[src/design/bb5_pkg.sv]
// ----------------------------------------------------------------------------
// bb5_pkg
// Shared types and constants of the 5x5 box blur stream block.
// ----------------------------------------------------------------------------
package bb5_pkg;

	localparam int CH_W       = 8;
	localparam int NUM_CH     = 3;
	localparam int WIN        = 5;
	localparam int HALF       = WIN / 2;
	localparam int LANES      = WIN - 1;
	localparam int CFG_W      = 11;
	localparam int ROW_W      = 11;
	localparam int MIN_DIM    = 5;
	localparam int MAX_HEIGHT = 1024;
	localparam int WIDTH_RST  = 640;
	localparam int HEIGHT_RST = 480;

	// sum widths: 5 * 255 and 25 * 255
	localparam int COLSUM_W = 11;
	localparam int HSUM_W   = 13;

	// floor(s / 25) = (s * 5243) >> 17 for s < 43690
	localparam int DIV_MUL   = 5243;
	localparam int DIV_SHIFT = 17;
	localparam int PROD_W    = 26;

	typedef logic [CH_W-1:0] chan_t;
	typedef chan_t [NUM_CH-1:0] rgb_t;
	typedef rgb_t [LANES-1:0] col_t;
	typedef logic [NUM_CH-1:0][COLSUM_W-1:0] colsum_t;
	typedef logic [NUM_CH-1:0][HSUM_W-1:0] hsum_t;
	typedef logic [WIN-1:0] mask_t;

	typedef enum logic [0:0] {
		REG_WIDTH  = 1'b0,
		REG_HEIGHT = 1'b1
	} reg_idx_t;

	typedef struct packed {
		logic  valid;
		logic  emit;
		logic  eor;
		logic  eof;
		mask_t vmask;
		mask_t hmask;
	} ctrl_t;

	typedef struct packed {
		logic valid;
		logic eor;
		logic eof;
		rgb_t rgb;
	} res_t;

endpackage

[src/design/bb5_out_skid.sv]
// ----------------------------------------------------------------------------
// bb5_out_skid
// Output register plus one skid entry; the pipeline halts only when the
// skid entry is occupied.
// ----------------------------------------------------------------------------
module bb5_out_skid (
	input  logic          clk,
	input  logic          arst_n,
	input  bb5_pkg::res_t in_res,
	output logic          in_ready,
	input  logic          m_ready,
	output bb5_pkg::res_t out_res
);

	logic          out_valid_q, skid_valid_q;
	bb5_pkg::res_t out_q, skid_q;
	logic          take, load;

	assign in_ready = !skid_valid_q;
	assign take     = out_valid_q && m_ready;
	assign load     = in_ready && in_res.valid;

	always_ff @(posedge clk or negedge arst_n) begin
		if (!arst_n) begin
			out_valid_q  <= 1'b0;
			skid_valid_q <= 1'b0;
		end else if (skid_valid_q) begin
			if (take) begin
				skid_valid_q <= 1'b0;
			end
		end else if (load) begin
			if (out_valid_q && !take) begin
				skid_valid_q <= 1'b1;
			end else begin
				out_valid_q <= 1'b1;
			end
		end else if (take) begin
			out_valid_q <= 1'b0;
		end
	end

	always_ff @(posedge clk) begin
		if (skid_valid_q) begin
			if (take) begin
				out_q <= skid_q;
			end
		end else if (load) begin
			if (out_valid_q && !take) begin
				skid_q <= in_res;
			end else begin
				out_q <= in_res;
			end
		end
	end

	assign out_res.valid = out_valid_q;
	assign out_res.eor   = out_q.eor;
	assign out_res.eof   = out_q.eof;
	assign out_res.rgb   = out_q.rgb;

	a_skid_behind_out: assert property (@(posedge clk) disable iff (!arst_n)
		skid_valid_q |-> out_valid_q)
		else $error("skid entry held while output register empty");

	a_skid_on_stall: assert property (@(posedge clk) disable iff (!arst_n)
		$rose(skid_valid_q) |-> $past(out_valid_q && !m_ready))
		else $error("skid entry filled without an output stall");

endmodule

[config.mk]
export PLATFORM = sky130hd
export DESIGN_NAME = bb5_out_skid
export DESIGN_NICKNAME = d
export VERILOG_FILES = /design/src/design/bb5_pkg.sv /design/src/design/bb5_out_skid.sv
export SDC_FILE = /design/constraint.sdc
export NUM_CORES = 1
export LEC_CHECK = 0
export ABC_AREA = 0
export BUFFER_PORTS_ARGS = -buffer_cell sky130_fd_sc_hd__buf_2
export CORE_MARGIN = 2
export CORE_UTILIZATION = 35
export CTS_BUF_LIST = sky130_fd_sc_hd__clkbuf_4 sky130_fd_sc_hd__clkbuf_8
export CTS_CLUSTER_SIZE = 14
export DETAILED_ROUTE_END_ITERATION = 10
export PLACE_DENSITY_LB_ADDON = 0.25
export SLEW_MARGIN = 20
export SYNTH_ARGS = -nofsm -noshare
export SYNTH_HDL_FRONTEND = slang
export SYNTH_SLANG_ARGS = --single-unit
[constraint.sdc]
create_clock -name clk -period 5.2 [get_ports clk]
set_clock_uncertainty 0.05 [all_clocks]
set_input_delay 1.04 -clock clk [delete_from_list [all_inputs] [get_ports clk]]
set_output_delay 1.04 -clock clk [all_outputs]
set_load 0.1 [all_outputs]
-- After elaboration in Yosys (flattened, before gate mapping)
Index checks and enable logic that the tools add are counted.
- equal/unequal tests: 3
- div/mod/pow operators: 0
- $add $sub $neg: 0
- reduce and logical (&&, ||, !) cells: 10
- multipliers: 0
- bitwise logic cells: 1
- order comparisons: 0
- shift operators: 0
- multiplexer cells: 11
- operators with widths (cell ; number):
    26-bit 2-to-1 mux ; 4
    3-bit AND reduction ; 3
    1-bit 2-to-1 mux ; 7
    2-bit inequality test (second input constant) ; 2
    2-bit nonzero test ; 2
    1-bit logical AND ; 3
    1-bit zero test ; 2
    2-bit by 1-bit inequality test with 1-bit output (second input constant) ; 1
    1-bit NOT ; 1
- output and inout port bits: 28
- latch bits: 0
- memories: 0
- register bits after elaboration: 54
- bits in read-only memories: 0
- logic and storage cells: 37
- bits in writable memories: 0
- bits of input ports: 30

-- Depth between registers and ports, before layout
- depth in word-level cells: 6
- gate-level depth with buffers: 3
- mapped depth without buffers: 2

-- Least setup slack after synthesis
Ideal clock, no wire load.
- kind: input-to-reg
- start point: input in_res[26] in the netlist's numbering
- end point: register skid_q[0] in the netlist's numbering, enable pin
- stages on the path: 2
- library setup time: 442 ps
- buffers on the path: 0
- setup slack: 1818 ps
- data required time: 4708 ps
- arrival time: 2891 ps
- cell sequence: nand2b_4 nor3_1
- word-level cells in the longest chain between the ends: 2
- ends and longest elaborated chain (item ; RTL line ; RTL):
    from (decl) ; bb5_out_skid.sv:9 ; input bb5_pkg::res_t in_res,
    1-bit logical AND ; bb5_out_skid.sv:21 ; assign load = in_ready && in_res.valid;
    3-bit AND reduction (no line) ; n/a ;
    to (signal assigned) ; bb5_out_skid.sv:49 ; skid_q <= in_res;
    to (decl) ; bb5_out_skid.sv:16 ; bb5_pkg::res_t out_q, skid_q;
No other way between the ends.
A chain may end at the register's enable or synchronous reset.

-- Worst setup path after layout
- start point: register out_valid_q
- end point: output out_res[26] in the netlist's numbering
- RTL lines (item ; RTL line ; RTL):
    from (decl) ; bb5_out_skid.sv:15 ; logic out_valid_q, skid_valid_q;
    from (signal assigned) ; bb5_out_skid.sv:25 ; out_valid_q <= 1'b0;
    from (signal assigned) ; bb5_out_skid.sv:35 ; out_valid_q <= 1'b1;
    from (signal assigned) ; bb5_out_skid.sv:38 ; out_valid_q <= 1'b0;
    to (decl) ; bb5_out_skid.sv:12 ; output bb5_pkg::res_t out_res
No word-level cell between the ends.

==> flow_summary.toml <==
[hold_path]
min-delay-path-class = "primary input to async pin"

[clock_network]
max-clock-path-buffers = 2
clock_latency_ns = 0.30
cts_hold_buffers = 0
cts_setup_buffers = 0
clock_sinks = 54
clk_pin_slew_ns = 0.10
htree_levels = 2
cts_buffers = 5
cts_root_buffer = "clkbuf_8"
ctsResizeCount = 0
cts_tree = "done"

[worst_setup_path]
crit_family = "buffers and inverters"
max_stage_delay_ns = 0.45
rrSetupSlack_ns = 3.48
crit_slowest_cell = "buf_2"
crit_chain = "buf_2"
startpoint_type = "register"
path_depth = 1
reg2reg_depth = 4
worstSetupPathType = "register to output port"
crit_required_ns = 4.11
cp.arrival_ns = 1.18
critPathCaptureType = "output port"
crit_fanout = 5
crit_buf_inv = 1

[drt]
drt_first_pass_iters = 4
wl_per_cell_microns = 14.7
wirelength_met1_mm = 1.40
avgViaCountPerCell = 4.57
dr_wl_met2_mm = 1.66
postRouteWirelength_mm = 3.38
route.antenna.remaining_nets = 0
drt-initial-drc-count = 79
vias = 1051
wl_met3_microns = 281
topRoutingLayerUsed = "met4"
drc_errors = 0

[sta]
max_slew.worst_pin.slew_ns = 0.493
max_freq_mhz = 440
finalCritPeriodShare = 0.437
setup_tns_ns = 0
rsz0062_at_grt = "no"
setup_viol = 0
slew_viol_final = 0
finalCriticalPeriod_ns = 2.27
finalHoldViolations = 0
finalHoldWorstSlack_ns = 0.445
max_slew_margin = 0.673

[floorplan]
die_w_microns = 79.7
row_count = 27
io_pins = 58
die_area_sq_um = 6360
core_area_sq_um = 5540
start_util = 0.362
die_h_microns = 79.7

[synthesis]
synth_cells = 94
synth_cell_type_count = 13
syn-num-nets = 124
synth_area_per_cell_sq_um = 21.4
synth_warnings = 0
syn_area_sq_um = 2010
ys_ff_latch = 54
seq_area_frac_synth = 0.802

[global_routing]
grt_usage = 0.112
overflow = 0
antenna_found_initial = 0
grt_max_degree = 31
grt_pass1_wl_mm = 5.24
grt_pass1_vias = 1063

[placement]
io_buffers = 57
numPlacedInstances = 222
gp_congestion = 0.760
hpwlAfterDp_mm = 2.27

[outcome]
status = "finished, final reports clean"

[cells_and_area]
layout.cells.non_filler = 230
num_antenna_cells = 0
area_growth_pct = 23.9
layout.nets = 187
mostFrequentLayoutCells = "buf_2 (57), edfxtp_1 (52), mux2_2 (26)"
utilization = 0.449
final_common_cell = "buf_2"
layout-drive-gt1-share = 0.620

[job]
drv_cap = 0
[layout make-up]
type / instances / area (sq um)
Fill cell: 514 / 3050
Sequential cell: 54 / 1610
Multi-Input combinational cell: 34 / 359
Timing Repair Buffer: 60 / 308
Tap cell: 72 / 90.1
Clock buffer: 5 / 68.8
Clock inverter: 3 / 43.8
Inverter: 2 / 7.51
[path summary, 6_finish.rpt]
path | start | endpoint
min in group clk | out_valid_q | skid_valid_q
max reg2reg | skid_valid_q | skid_q[14]
max | out_valid_q | out_res[26]
min reg2reg | out_valid_q | skid_valid_q
max in group asynchronous | arst_n | skid_valid_q
min | arst_n | out_valid_q
[state kept, by name, indices dropped and copies added, names as in the netlist]
register / count
out_valid_q: 1
skid_valid_q: 1
skid_q: 26
out_res: 26
[synth_stat cells]
| library cell | n | area (sq um) |
|---|---|---|
| edfxtp_1 | 52 | 1560 |
| mux2_2 | 26 | 293 |
| buf_6 | 3 | 33.8 |
| a21oi_1 | 2 | 10.0 |
| dfrtp_1 | 2 | 50.1 |
| inv_1 | 2 | 7.51 |
| a2bb2oi_1 | 1 | 8.76 |
| and2b_2 | 1 | 8.76 |
| buf_4 | 1 | 7.51 |
| nand2_1 | 1 | 3.75 |
| nand2b_4 | 1 | 13.8 |
| nor3_1 | 1 | 5.00 |
| o21ai_0 | 1 | 5.00 |
[metrics by stage]
| stage | worst slack, ns | area, sq um |
|---|---|---|
| floorplan | 1.82 | 2010 |
| global placement | 3.12 | 2380 |
| detailed placement | 3.08 | 2380 |
| CTS | 2.92 | 2490 |
| global route | 2.89 | 2490 |
| finish | 2.93 | 2490 |
[layer usage]
metal  track usage  up-vias
met5             0        -
met4        0.0424        0
met3        0.0441        7
met2         0.187       38
met1         0.130      510
li1              -      496
[logic make-up after synthesis]
family / count (synthesis) / share of synthesized area
AND/OR/NAND/NOR: 4 / 0.0156
flip-flops: 54 / 0.802
AO/OA/AOI/OAI: 4 / 0.0118
multiplexers: 26 / 0.146
buffers and inverters: 6 / 0.0243
Power is not shown: default switching activity piles up to over one toggle a cycle in this logic, so the estimate is an artifact.
