File: src/design/bb5_pkg.sv
// ----------------------------------------------------------------------------
// bb5_pkg
// Shared types and constants of the 5x5 box blur stream block.
// ----------------------------------------------------------------------------
package bb5_pkg;

	localparam int CH_W       = 8;
	localparam int NUM_CH     = 3;
	localparam int WIN        = 5;
	localparam int HALF       = WIN / 2;
	localparam int LANES      = WIN - 1;
	localparam int CFG_W      = 11;
	localparam int ROW_W      = 11;
	localparam int MIN_DIM    = 5;
	localparam int MAX_HEIGHT = 1024;
	localparam int WIDTH_RST  = 640;
	localparam int HEIGHT_RST = 480;

	// sum widths: 5 * 255 and 25 * 255
	localparam int COLSUM_W = 11;
	localparam int HSUM_W   = 13;

	// floor(s / 25) = (s * 5243) >> 17 for s < 43690
	localparam int DIV_MUL   = 5243;
	localparam int DIV_SHIFT = 17;
	localparam int PROD_W    = 26;

	typedef logic [CH_W-1:0] chan_t;
	typedef chan_t [NUM_CH-1:0] rgb_t;
	typedef rgb_t [LANES-1:0] col_t;
	typedef logic [NUM_CH-1:0][COLSUM_W-1:0] colsum_t;
	typedef logic [NUM_CH-1:0][HSUM_W-1:0] hsum_t;
	typedef logic [WIN-1:0] mask_t;

	typedef enum logic [0:0] {
		REG_WIDTH  = 1'b0,
		REG_HEIGHT = 1'b1
	} reg_idx_t;

	typedef struct packed {
		logic  valid;
		logic  emit;
		logic  eor;
		logic  eof;
		mask_t vmask;
		mask_t hmask;
	} ctrl_t;

	typedef struct packed {
		logic valid;
		logic eor;
		logic eof;
		rgb_t rgb;
	} res_t;

endpackage

File: src/design/bb5_window.sv
// ----------------------------------------------------------------------------
// bb5_window
// Column sums, 5-tap horizontal window, masked sum and divide by 25.
// ----------------------------------------------------------------------------
module bb5_window (
	input  logic           clk,
	input  logic           arst_n,
	input  logic           adv,
	input  bb5_pkg::ctrl_t ctrl_s1,
	input  bb5_pkg::rgb_t  pix_s1,
	input  bb5_pkg::col_t  col_data,
	output bb5_pkg::res_t  res
);

	localparam int CSW = bb5_pkg::COLSUM_W;
	localparam int HSW = bb5_pkg::HSUM_W;
	localparam int PW  = bb5_pkg::PROD_W;
	localparam int DS  = bb5_pkg::DIV_SHIFT;
	localparam int CW  = bb5_pkg::CH_W;

	bb5_pkg::colsum_t colsum;
	bb5_pkg::colsum_t tap_q [bb5_pkg::WIN];
	bb5_pkg::hsum_t   hsum;
	bb5_pkg::hsum_t   sum_s3;
	logic [bb5_pkg::NUM_CH-1:0][PW-1:0] prod;

	logic            valid_s2, valid_s3, valid_s4;
	bb5_pkg::mask_t  hmask_s2;
	logic            eor_s2, eof_s2, eor_s3, eof_s3, eor_s4, eof_s4;
	bb5_pkg::rgb_t   rgb_s4;

	always_comb begin
		for (int ch = 0; ch < bb5_pkg::NUM_CH; ch++) begin
			colsum[ch] = ctrl_s1.vmask[0] ? CSW'(pix_s1[ch]) : '0;
			for (int k = 1; k < bb5_pkg::WIN; k++) begin
				if (ctrl_s1.vmask[k]) begin
					colsum[ch] = colsum[ch] + CSW'(col_data[k-1][ch]);
				end
			end
		end
	end

	always_comb begin
		for (int ch = 0; ch < bb5_pkg::NUM_CH; ch++) begin
			hsum[ch] = '0;
			for (int j = 0; j < bb5_pkg::WIN; j++) begin
				if (hmask_s2[j]) begin
					hsum[ch] = hsum[ch] + HSW'(tap_q[j][ch]);
				end
			end
		end
	end

	always_comb begin
		for (int ch = 0; ch < bb5_pkg::NUM_CH; ch++) begin
			prod[ch] = PW'(sum_s3[ch]) * PW'(bb5_pkg::DIV_MUL);
		end
	end

	// tap 0 holds the newest column
	always_ff @(posedge clk) begin
		if (adv) begin
			if (ctrl_s1.valid) begin
				tap_q[0] <= colsum;
				for (int j = 1; j < bb5_pkg::WIN; j++) begin
					tap_q[j] <= tap_q[j-1];
				end
			end
			hmask_s2 <= ctrl_s1.hmask;
			eor_s2   <= ctrl_s1.eor;
			eof_s2   <= ctrl_s1.eof;
			sum_s3   <= hsum;
			eor_s3   <= eor_s2;
			eof_s3   <= eof_s2;
			for (int ch = 0; ch < bb5_pkg::NUM_CH; ch++) begin
				rgb_s4[ch] <= prod[ch][DS +: CW];
			end
			eor_s4 <= eor_s3;
			eof_s4 <= eof_s3;
		end
	end

	always_ff @(posedge clk or negedge arst_n) begin
		if (!arst_n) begin
			valid_s2 <= 1'b0;
			valid_s3 <= 1'b0;
			valid_s4 <= 1'b0;
		end else if (adv) begin
			valid_s2 <= ctrl_s1.valid && ctrl_s1.emit;
			valid_s3 <= valid_s2;
			valid_s4 <= valid_s3;
		end
	end

	assign res.valid = valid_s4;
	assign res.eor   = eor_s4;
	assign res.eof   = eof_s4;
	assign res.rgb   = rgb_s4;

endmodule

File: config.mk
export PLATFORM = sky130hd
export DESIGN_NAME = bb5_window
export DESIGN_NICKNAME = d
export VERILOG_FILES = /design/src/design/bb5_pkg.sv /design/src/design/bb5_window.sv
export SDC_FILE = /design/constraint.sdc
export NUM_CORES = 1
export LEC_CHECK = 0
export BUFFER_PORTS_ARGS = -buffer_cell sky130_fd_sc_hd__buf_2
export CORE_AREA = 2 2 347 349
export CTS_CLUSTER_DIAMETER = 150
export DETAILED_ROUTE_END_ITERATION = 10
export DIE_AREA = 0 0 349 351
export GPL_TIMING_DRIVEN = 0
export HOLD_SLACK_MARGIN = 0.1
export PLACE_DENSITY_LB_ADDON = 0.25
export SYNTH_ARGS = -nofsm -noshare
export SYNTH_HDL_FRONTEND = slang
export SYNTH_SLANG_ARGS = --single-unit
File: constraint.sdc
create_clock -name clk -period 8.7 [get_ports clk]
set_input_delay 0.435 -clock clk [delete_from_list [all_inputs] [get_ports clk]]
set_output_delay 0.435 -clock clk [all_outputs]
set_load 0.05 [all_outputs]
Yosys cells after proc, flatten, opt, wreduce, memory -nomap -nowiden
Memories as Yosys holds them, arrays and structs flattened.
Index checks and enable logic that the tools add are counted.
{ "word_totals": {"out_inout_bits": 27, "input_bits": 137, "n_memories": 1, "register_bits": 77, "mem_bits_rw": 165} }
{ "mem_list": {"columns": ["memory", "words", "word_bits", "rd", "rd_clocked_by_memory_dff", "wr", "line", "text"], "rows": [
  ["tap_q", 5, 33, 5, 0, 5, "bb5_window.sv:22", "bb5_pkg::colsum_t tap_q [bb5_pkg::WIN];"]
]} }
{ "op_classes": {"n_addsub": 24, "n_mux": 33, "multipliers": 3, "reduce_logical": 1} }
{ "op_table": {"columns": ["op", "n"], "rows": [
  ["adder 13 x 11 -> 13 bit", 12],
  ["2-to-1 mux 13 bit", 12],
  ["2-to-1 mux 11 bit", 12],
  ["adder 11 x 8 -> 11 bit", 9],
  ["multiplier 13 x 13 -> 25 bit (second input constant)", 3],
  ["adder 8 x 8 -> 9 bit", 3],
  ["2-to-1 mux 9 bit", 3],
  ["2-to-1 mux 8 bit", 3],
  ["2-to-1 mux 1 bit", 3],
  ["logical AND 1 bit", 1]
]} }

Depth between registers and ports, before layout
An unclocked memory read counts as a cell.
{ "depth": {"ltp_word": 10, "ltp_mapped": 41, "ltp_nobuf": 37} }

Worst setup path after synthesis
No wires, ideal clock.
{ "synth_path": {"path_type": "register to register", "startpoint": "register hmask_s2[0]", "endpoint": "register sum_s3[25] (netlist bit) (data pin)", "stages_incl_launch_ff": 37, "t_arrival_ps": 7021, "setup_ps": 265, "path_slack_ps": 1414, "required_ps": 8435, "path_cell_list": "edfxtp_1 > buf_6 > buf_2 > buf_2 > clkbuf_1 > and2_1 > ha_1 > inv_1 > fa_1 > nand2b_1 > a21o_1 > a21oi_1 > or3_1 > nand3_1 > xor2_1 > ha_1 > and3_1 > a221oi_1 > nand2_1 > xor2_1 > mux2i_1 > inv_1 > ha_1 > o21a_1 > o31a_1 > o21ai_0 > nand2b_1 > a21o_1 > a21oi_1 > xnor2_1 > mux2_2 > ha_1 > nor2b_1 > o21ai_0 > o22ai_1 > o211a_1 > or3_1"} }
{ "synth_rtl": {"columns": ["item", "line", "text"], "rows": [
  ["start, declared", "bb5_window.sv:28", "bb5_pkg::mask_t hmask_s2;"],
  ["start signal, assigned", "bb5_window.sv:69", "hmask_s2 <= ctrl_s1.hmask;"],
  ["end signal, assigned", "bb5_window.sv:72", "sum_s3 <= hsum;"],
  ["end, declared", "bb5_window.sv:24", "bb5_pkg::hsum_t sum_s3;"]
]} }

==> summary.md <==
| Metric | Value |
|---|---|
| Site row count | 127 |
| Die Area | 0.122 mm² |
| Vias in the first global route | 21,800 |
| Routed vias/inst | 4.45 |
| Post-Syn Area per Cell | 9.60 µm² |
| Die W | 349 µm |
| Simple-gate portion of the synthesized area | 9.88% |
| Status | completed |
| Max Cap Violations | 0 |
| Clock Latency Late Sink | 0.57 ns |
| Clock sink total | 242 |
| Post-synthesis adder-cell area fraction | 33.8% |
| First-pass GRT wire length | 123,000 µm |
| FFs w/ async S/R, synth | 1.24% |
| HP Class | in2reg |
| Clk buf depth | 3 |
| Seq/Total Area, Yosys | 24.5% |
| Commonest non-fill, non-tap cells in the layout | ha_1 (489), inv_1 (478), edfxtp_1 (239), a21oi_1 (203), fa_1 (192) |
| Core ar. | 0.119 mm² |
| Hold depth | 3 |
| Netlist Area Pre-Place | 0.0296 mm² |
| Slew HR | 25.7% |
| Cells on worst reg2reg path | 37 |
| Worst-margin pin slew | 1.10 ns |
| Most common cell after layout, fill and taps aside | ha_1 |
| CP Launch Type | flip-flop |
| Final Instance Area | 0.0338 mm² |
| WP data arrival | 8.45 ns |
| Vias | 21,700 |
| CTS H-tree lvls | 2 |
| Reg2Reg Launch Point | hmask_s2[0] |
| RSZ-0062 raised after global routing | false |
| Synth Flop Type | edfxtp_1 |
| Detail Route Antenna Nets | 0 |
| Nets@finish | 4,112 |
| Routability Congestion | 0.818 |
| Critical Path Max Stage Delay | 0.63 ns |
| CP max FO | 19 |
| Hold-critical path endpoint | valid_s2 |
| # fillers | 12,500 |
| Hold_sp | ctrl_s1[13] |
| Syn Inst Count | 3,079 |
| Starting Density | 24.8% |
| Synth warn | 0 |
| Yosys cell types | 83 |
| Initial DRC count | 857 |
| Final period utilization | 94.1% |
| R2r endpoint | sum_s3[38] |
| Slowest-stage cell, CP | o41ai_1 |
| Slew Limit Fails | 0 |
| Root buffer cell | clkbuf_16 |
| GRT Total Usage | 12.8% |
| Fmax achieved | 0.122 GHz |
| Syn nets | 3,897 |
| XOR/XNOR share of the synthesized area | 5.81% |
| Setup violators final | 0 |
| HPWL after DPL | 64,900 µm |
| Critical path capture point type | flip-flop |
| Avg WL per Cell | 15.9 µm |
| Number of flops mapped to enable cells by yosys | 239 |
| Die Y | 351 µm |
| Post-synthesis register bit count | 242 |
| Synth-to-Final Area Change | 14.3% |
| Min Clock Period, post-route | 8.19 ns |
| Final Hold Fails | 0 |
| Critical Path RT | 8.97 ns |
| Routed wire length | 77,600 µm |
| Worst-path clk slew | 0.06 ns |
| Io pins | 164 |
| CTS tree | yes |
| Synth Area in Compound Gates | 14.8% |
| DR DRC count | 0 |
| Multiplexer share of the synthesized area | 4.21% |
| Gr ovfl total | 0 |
| R2r setup slk | 0.51 ns |
| Initial antenna violation count | 11 |
| TritonRoute pass-1 iters | 7 |
| Largest family of logic cells by synthesized area | adder cells |
| Worst Skew | 0.0160 ns |
| TritonCTS Buffers | 34 |
| Instance area at placement | 0.0324 mm² |
| Layout cell share with drive strength beyond 1 | 11.2% |
| Largest net degree at the start of global routing | 63 |
| Port bufs | 163 |
| Setup CP Type | reg2reg |
-- cell usage after synthesis, drive strengths merged (34+ instances only) --
cell type / number / area (µm²)
nand2: 165 / 619
nor2: 190 / 713
a21o: 55 / 413
and2: 38 / 238
inv: 479 / 1800
nand3: 54 / 270
xor2: 56 / 490
o21ai: 166 / 835
clkbuf: 48 / 181
ha: 489 / 6120
mux2: 90 / 1010
nor3: 34 / 175
o21a: 46 / 345
fa: 192 / 3840
edfxtp: 239 / 7180
xnor2: 140 / 1230
a21oi: 203 / 1020
-- flip-flops by register name (all words and copies together) (netlist names) --
name / count
tap_q: 165
sum_s3: 39
res: 24
hmask_s2: 5
eof_s2: 1
eof_s3: 1
eof_s4: 1
eor_s2: 1
eor_s3: 1
eor_s4: 1
valid_s2: 1
valid_s3: 1
valid_s4: 1
-- kinds of logic after synthesis --
family / after synthesis
AO/OA/AOI/OAI: 682
XOR/XNOR: 196
adder cells (fa/ha/maj): 683
buffers and inverters: 544
flip-flops: 242
multiplexers: 113
AND/OR/NAND/NOR: 619
-- per-stage QoR --
step	cells	setup TNS (ns)	utilization, %	hold WS (ns)	setup WS (ns)
floorplan	3079	0	-	0.139	1.41
global placement	4790	-22.20	27.1	0.236	-1.42
detailed placement	4793	-4.53	27.2	0.237	-1.26
CTS	4867	0	28.3	0.144	0.0322
global route	4868	0	28.4	0.175	0.00676
finish	4869	0	28.4	0.168	0.515
-- critical path, delay by kind of cell, from the launching register on --
kind / cells / cell delay [ns]
AOI/OAI and AO/OA: 12 / 2.46
buffers and inverters: 7 / 1.37
adders and majority gates: 4 / 1.29
and+or+nand+nor: 9 / 1.25
muxes: 2 / 0.61
xor gates and xnor gates: 3 / 0.56
DFF: 1 / 0.32
-- cell type report --
cell class                      count  area, µm²  area share [%]
Multi-Input combinational cell   2293      20300            60.2
Inverter                          481       1810            5.35
Clock buffer                       37        862            2.55
Buffer                             62        280           0.830
Antenna cell                        2       5.00          0.0148
Timing Repair Buffer              180       1030            3.05
Sequential cell                   242       7250            21.5
Clock inverter                     24        260           0.771
Tap cell                         1548       1940            5.73
-- layer usage --
metal	routed length, µm	up-vias	global-route usage, %
li1	-	11200	-
met1	36000	10100	16.4
met2	37400	300	22.5
met3	2550	79	1.87
met4	1500	16	2.92
met5	103	-	0
-- how the worst max path moves through the flow --
| stage | from | endpoint | slack, ns | depth (start not counted) |
|---|---|---|---|---|
| 2_1_floorplan | hmask_s2[0] | sum_s3[25] | 1.41 | 36 |
| 3_3_place_gp | hmask_s2[0] | sum_s3[38] | -1.42 | 35 |
| 3_5_place_dp | hmask_s2[0] | sum_s3[38] | -1.26 | 35 |
| 4_1_cts | hmask_s2[0] | sum_s3[38] | 0.03 | 39 |
| 5_1_grt | hmask_s2[0] | sum_s3[38] | 0.007 | 40 |
| 6_report | hmask_s2[0] | sum_s3[38] | 0.51 | 37 |
-- what timing repair did --
| action | CTS | global route |
|---|---|---|
| hold buffers | 9 | 0 |
| resized for setup | 12 | 17 |
| hold endpoints to repair | 11 | 0 |
| endpoints found under the setup margin | 10 | 4 |
| setup buffers | 4 | 1 |
| pin swaps | 2 | 4 |
Power is left out: the tool's default activity adds up to more than one toggle a clock period on the data nets, which glitch-free logic cannot reach.
